`config.mk`:
```
export PLATFORM = sky130hd
export DESIGN_NAME = oets_cell
export DESIGN_NICKNAME = d
export VERILOG_FILES = /design/src/rtl/odd_even_transposition_sort_defines.svh /design/src/rtl/oets_pkg.sv /design/src/rtl/oets_cell.sv
export SDC_FILE = /design/constraint.sdc
export NUM_CORES = 1
export LEC_CHECK = 0
export ABC_AREA = 0
export BUFFER_PORTS_ARGS = -buffer_cell sky130_fd_sc_hd__buf_2
export CORE_AREA = 2 2 81 83
export DETAILED_ROUTE_END_ITERATION = 6
export DIE_AREA = 0 0 83 85
export GPL_TIMING_DRIVEN = 0
export PLACE_DENSITY = 0.84
export SLEW_MARGIN = 20
export SYNTH_ARGS = -nofsm -noshare
export SYNTH_HDL_FRONTEND = slang
export SYNTH_SLANG_ARGS = --single-unit
```
`constraint.sdc`:
```
create_clock -name clk_i -period 5.57 [get_ports clk_i]
set_clock_uncertainty 0.2 [all_clocks]
set_input_delay 1.671 -clock clk_i [delete_from_list [all_inputs] [get_ports clk_i]]
set_output_delay 1.671 -clock clk_i [all_outputs]
set_load 0.03 [all_outputs]
```
`src/rtl/odd_even_transposition_sort_defines.svh`:
```
// ----------------------------------------------------------------------------
// Odd-even transposition sorter assertion macros
// Concurrent check wrappers, compiled out when SYNTH is set.
// ----------------------------------------------------------------------------
`ifndef ODD_EVEN_TRANSPOSITION_SORT_DEFINES_SVH
`define ODD_EVEN_TRANSPOSITION_SORT_DEFINES_SVH

`ifndef SYNTH
// prop must hold at every clock edge outside reset
`define OETS_ASSERT(lbl, clk, rst_n, prop) \
  lbl: assert property (@(posedge clk) disable iff (!rst_n) (prop)) \
    else $error("assertion failed: lbl");
// prop must never hold outside reset
`define OETS_ASSERT_NEVER(lbl, clk, rst_n, prop) \
  lbl: assert property (@(posedge clk) disable iff (!rst_n) !(prop)) \
    else $error("forbidden condition: lbl");
`else
`define OETS_ASSERT(lbl, clk, rst_n, prop)
`define OETS_ASSERT_NEVER(lbl, clk, rst_n, prop)
`endif

`endif

```
`src/rtl/oets_pkg.sv`:
```
// ----------------------------------------------------------------------------
// Odd-even transposition sorter package
// Widths, cell operations and the signed compare shared by the modules and interfaces.
// ----------------------------------------------------------------------------
package oets_pkg;

  localparam int unsigned MAX_ELEMENTS = 64;
  localparam int unsigned VALUE_WIDTH  = 32;
  localparam int unsigned COUNT_W      = $clog2(MAX_ELEMENTS + 1);

  typedef logic signed [VALUE_WIDTH-1:0] value_t;
  typedef logic [COUNT_W-1:0]            count_t;

  localparam value_t VALUE_MIN = {1'b1, {(VALUE_WIDTH-1){1'b0}}};

  typedef enum logic [1:0] {
    CELL_HOLD   = 2'd0,
    CELL_LOAD   = 2'd1,
    CELL_UNLOAD = 2'd2,
    CELL_CMP    = 2'd3
  } cell_op_e;

  typedef struct packed {
    cell_op_e op;
    logic     use_right;
  } cell_ctrl_t;

  // empty entries rank above every value
  function automatic logic greater(input logic a_valid, input value_t a,
                                   input logic b_valid, input value_t b);
    logic res;
    if (!a_valid) begin
      res = b_valid;
    end else if (!b_valid) begin
      res = 1'b0;
    end else begin
      res = (a > b);
    end
    return res;
  endfunction

endpackage

```
`src/rtl/oets_cell.sv`:
```
// ----------------------------------------------------------------------------
// Sorter cell
// Holds one element; shifts with its neighbors or does a compare-exchange.
// ----------------------------------------------------------------------------
module oets_cell import oets_pkg::*; (
  input  logic       clk_i,
  input  logic       rst_ni,
  input  cell_ctrl_t ctrl_i,
  input  logic       left_valid_i,
  input  value_t     left_value_i,
  input  logic       right_valid_i,
  input  value_t     right_value_i,
  output logic       valid_o,
  output value_t     value_o
);

  logic   valid_q, valid_d;
  value_t value_q, value_d;

  always_comb begin
    valid_d = valid_q;
    value_d = value_q;
    case (ctrl_i.op)
      CELL_LOAD: begin
        valid_d = left_valid_i;
        value_d = left_value_i;
      end
      CELL_UNLOAD: begin
        valid_d = right_valid_i;
        value_d = right_value_i;
      end
      CELL_CMP: begin
        if (ctrl_i.use_right) begin
          // keep the smaller of the pair
          if (greater(valid_q, value_q, right_valid_i, right_value_i)) begin
            valid_d = right_valid_i;
            value_d = right_value_i;
          end
        end else begin
          // keep the larger of the pair
          if (greater(left_valid_i, left_value_i, valid_q, value_q)) begin
            valid_d = left_valid_i;
            value_d = left_value_i;
          end
        end
      end
      default: begin
      end
    endcase
  end

  always_ff @(posedge clk_i or negedge rst_ni) begin
    if (!rst_ni) begin
      valid_q <= 1'b0;
    end else begin
      valid_q <= valid_d;
    end
  end

  always_ff @(posedge clk_i) begin
    value_q <= value_d;
  end

  assign valid_o = valid_q;
  assign value_o = value_q;

endmodule

```
# Word-level counts from Yosys, hierarchy flattened

Index checks and enable logic that the tools add are counted.

Flip-flop bits (word level): 33
Input bits: 71
Output and inout port bits: 33
Word-level logic and storage cells: 27

$lt $le $gt $ge: 2
Eq/ne operators: 5
Mux-type cells: 16
Reductions and logical operators: 2

Operator list:

| operator             | number |
|---|---|
| $mux W32             | 3 |
| $pmux W32 S3         | 1 |
| $gt A32 B32 Y1       | 2 |
| $mux W1              | 11 |
| $ne A3 B3 Y1 const B | 2 |
| $eq A2 B2 Y1 const B | 2 |
| $pmux W1 S3          | 1 |
| $reduce_and A3 Y1    | 1 |
| $reduce_bool A3 Y1   | 1 |
| $eq A2 B1 Y1 const B | 1 |

# Longest topological paths before layout

Depth in word-level cells: 8
Depth in mapped cells: 9
Gate-level depth less buffers: 9

# Worst setup path after synthesis

No wires, ideal clock.

Path type: input -> register
Start point: in right_value_i[24]
End point: reg value_q[0], in the netlist value_o[0] (enable)
Library setup time: 0.470 ns
Arrival time: 5.418 ns
Required time: 4.900 ns
Setup slack: -0.518 ns
Cell stages on the path: 8
Buffers on the path: 0
Cells stage by stage: inv_1 > ha_1 > a211oi_1 > nor2_1 > o41ai_1 > a211oi_1 > o32ai_1 > a21boi_0

Longest elaborated chain between the ends: 7

Ends and longest elaborated chain:

| element                     | line            | source |
|---|---|---|
| start, declared             | oets_cell.sv:12 | `input value_t right_value_i,` |
| $gt A32 B32 Y1              | oets_pkg.sv:37  | `res = (a > b);` |
| $mux W1                     | oets_pkg.sv:34  | `end else if (!b_valid) begin` |
| $mux W1                     | oets_pkg.sv:32  | `if (!a_valid) begin` |
| $mux W1                     | oets_cell.sv:33 | `if (ctrl_i.use_right) begin` |
| $mux W1                     | oets_cell.sv:23 | `case (ctrl_i.op)` |
| $ne A3 B3 Y1 (no line)      | n/a             |  |
| $reduce_and A3 Y1 (no line) | n/a             |  |
| end signal, assigned        | oets_cell.sv:61 | `value_q <= value_d;` |
| end, declared               | oets_cell.sv:18 | `value_t value_q, value_d;` |

No other way between the ends. The select of a mux whose other input is x is not followed.
A chain may end at the register's enable or synchronous reset.

# Worst setup path in the final report

Start point: in left_value_i[31]
End point: reg value_q[10], in the netlist value_o[10] (enable)

Longest elaborated chain between the ends: 7

Ends and longest elaborated chain:

| element                     | line            | source |
|---|---|---|
| start, declared             | oets_cell.sv:10 | `input value_t left_value_i,` |
| $gt A32 B32 Y1              | oets_pkg.sv:37  |  |
| $mux W1                     | oets_pkg.sv:34  |  |
| $mux W1                     | oets_pkg.sv:32  |  |
| $mux W1                     | oets_cell.sv:33 |  |
| $mux W1                     | oets_cell.sv:23 |  |
| $ne A3 B3 Y1 (no line)      | n/a             |  |
| $reduce_and A3 Y1 (no line) | n/a             |  |

No other way between the ends. The select of a mux whose other input is x is not followed.

==> out/metrics.cfg <==
[clock_network]
cts.sinks=33
clock_latency_ns=0.29
cts_setup_buffers=0
cts_buffer_depth=2
ctsResizeCount=0
clkTransAtPathRegs_ns=0.07
cts_max_level=2
ctsHoldBuffers=0
cts_buffers=5
cts_tree=built
root_buffer=clkbuf_8

[timing]
period_share_pct=80.3
max_clock_freq_mhz=224
worstMarginPinSlew_ns=0.667
rsz0062_at_grt=no
setup_viol=0
hold_viol=0
period_minus_slack_ns=4.47
timing.slew.headroom_pct=55.4
slew_viol_final=0

[outcome]
outcome=complete, no violations

[cells_and_area]
final_common_cell=buf_2
final_nets=571
n_antenna_cell=0
drive_gt1_share_pct=25.5
multi_input_area_um2=1780
fin_area_um2=3770
instances_no_fill=512
ff_latch_area_um2=986
nFillCells=523
synthToLayoutAreaGrowth_pct=24.1
final_cell_mix=103 x buf_2, 69 x inv_1, 66 x ha_1

[setup_path]
cp.required_ns=5.37
timing.rr.end=value_o[10]$_DFFE_PP_
cp_slowest_cell=a21boi_4
timing.reg2reg.setup_slack_ns=2.14
worstPathMaxFanout=18
r2r-start=value_o[31]$_DFFE_PP_
worstPathArrival_ns=4.27
cp_num_buf_inv=2
crit_type=primary input to flop
crit_path_end_kind=flop
max_stage_delay_ns=0.64
crit_path_cell_trace=buf_2, ha_1, nand4_1, nor4_1, a21oi_1, o21ai_0, o31ai_2, o32ai_1, a21boi_4, buf_16
critPathLaunchType=primary input
reg2reg_depth=10
cp_top_family=compound AO/OA/AOI/OAI gates

[logic_synthesis]
muxShareOfSynthArea_pct=0
ys_types=35
synth.avg_cell_area_um2=9.41
synthXorXnorAreaFrac_pct=0
syn-cell-area_um2=3040
synth_top_area_share_pct=31.6
synth-seq-cells=33
synthArstFlopShare_pct=3.03
yosys.area.top_type=edfxtp_1
synth_flop_cell=edfxtp_1
synth_compound_area_share_pct=21.2
syn_nets=460
yosysSeqAreaShare_pct=32.5
synth-edff-count=32
synth_top_family_by_area=adder cells
synth_fa_ha_area_share_pct=27.2
yosys-top-cells-area=edfxtp_1 32%, ha_1 27%, a22o_1 9.2%
yosys.area_share.simple_pct=9.88
synth.yosys.warnings=0
synthCells=323

[grt]
grt_start_max_net_pins=19
antenna_found_initial=0
grt_first_pass_wirelength_mm=13.3
overflow=0
grt_pass1_vias=2953
grt_usage_pct=23.3

[routing]
antenna_left=0
vias=2861
drtIter0Drc=178
route.detailed.drc=0
wire_per_inst_um=15.7
dr.pass1.iters=6
routed_via_density=5.59
drt_wl_total_mm=8.03

[pwr]
leakagePower_nw=2.03
vdd_ir_drop_max_mv=0.121
power_density_nw_per_um2=244

[placed_design]
place.gp.congestion=0.857
portBuffers=103
hpwl_mm=6.67
place_area_um2=3690
post-place-cells=504

[min_path]
hold_class=flop to flop
holdPathEnd=valid_o$_DFFE_PN0P_
worstHoldPathCells=2
min_from=valid_o$_DFFE_PN0P_

[die]
start_util_pct=49.0
die_y_um=85
die_w_um=83
core-area_um2=6200
placementRows=29
die_area_um2=7060
io_pins=104

[job]
maxCapViolCount=0

-- stage by stage --
stage	util [%]	setup TNS (ns)	hold slack, ns	power (mW)	worst slack (ns)
after floorplan	-	0	0.527	0.605	0.317
after global placement	58.8	-28.78	0.379	0.720	-0.900
after detailed placement	59.4	0	0.392	0.745	0.794
after CTS	60.7	0	0.415	0.927	1.09
after global routing	60.7	0	0.438	0.984	0.858
final	60.7	0	0.418	0.921	1.10
-- worst min-delay path, stage by stage, from the launching register on --
cell	delay, ns
dfrtp_1	0.38
a311oi_1	0.06
a21oi_1	0.13
-- report_power, final --
part / leakage, nW / switching, mW / internal, mW
logic: 1.66 / 0.239 / 0.151
registers: 0.328 / 0.0286 / 0.321
clock network: 0.0395 / 0.0919 / 0.0889
total: 2.03 / 0.360 / 0.561
-- metal layers --
| layer | share of wire, % | global-route usage [%] |
|---|---|---|
| met1 | 41 | 26.0 |
| met2 | 50 | 42.9 |
| met3 | 6.9 | 6.61 |
| met4 | 1.4 | 7.75 |
| met5 | 0 | 0 |
-- state kept, by name, indices dropped and copies added, names as in the netlist --
signal,flops
value_o,32
valid_o,1
-- layout make-up --
class                           instances  area share (%)
Timing Repair Buffer                  104            14.4
Tap cell                               77            2.56
Multi-Input combinational cell        215            47.3
Buffer                                  6           0.598
Sequential cell                        33            26.2
Clock buffer                            8            2.12
Inverter                               69            6.87
-- Yosys cell counts, types with 2 or more instances --
| cell | number |
|---|---|
| a211oi_1 | 3 |
| edfxtp_1 | 32 |
| nor2b_1 | 3 |
| o211ai_1 | 2 |
| nand4_1 | 13 |
| a31oi_1 | 3 |
| a21boi_0 | 2 |
| a21o_1 | 3 |
| a22o_1 | 32 |
| a21oi_1 | 28 |
| ha_1 | 66 |
| nor2_1 | 8 |
| clkbuf_1 | 5 |
| a221o_1 | 2 |
| o21ai_0 | 9 |
| inv_1 | 69 |
| nand3_1 | 8 |
| nand2_1 | 16 |
| nor4_1 | 3 |
-- logic make-up after synthesis --
family,count (synthesis)
buf+inv,75
flops,33
simple gates,58
compound gates,91
fa+ha+maj,66
-- worst max-delay path by stage --
stage	start	end	cells past startpoint
floorplan	right_value_i[24]	value_o[0]$_DFFE_PP_	8
global placement	left_value_i[11]	value_o[21]$_DFFE_PP_	9
detailed placement	left_value_i[31]	value_o[10]$_DFFE_PP_	10
CTS	left_value_i[31]	value_o[10]$_DFFE_PP_	10
global route	left_value_i[31]	value_o[10]$_DFFE_PP_	10
finish	left_value_i[31]	value_o[10]$_DFFE_PP_	10
Power figures use the tool's default switching activity.
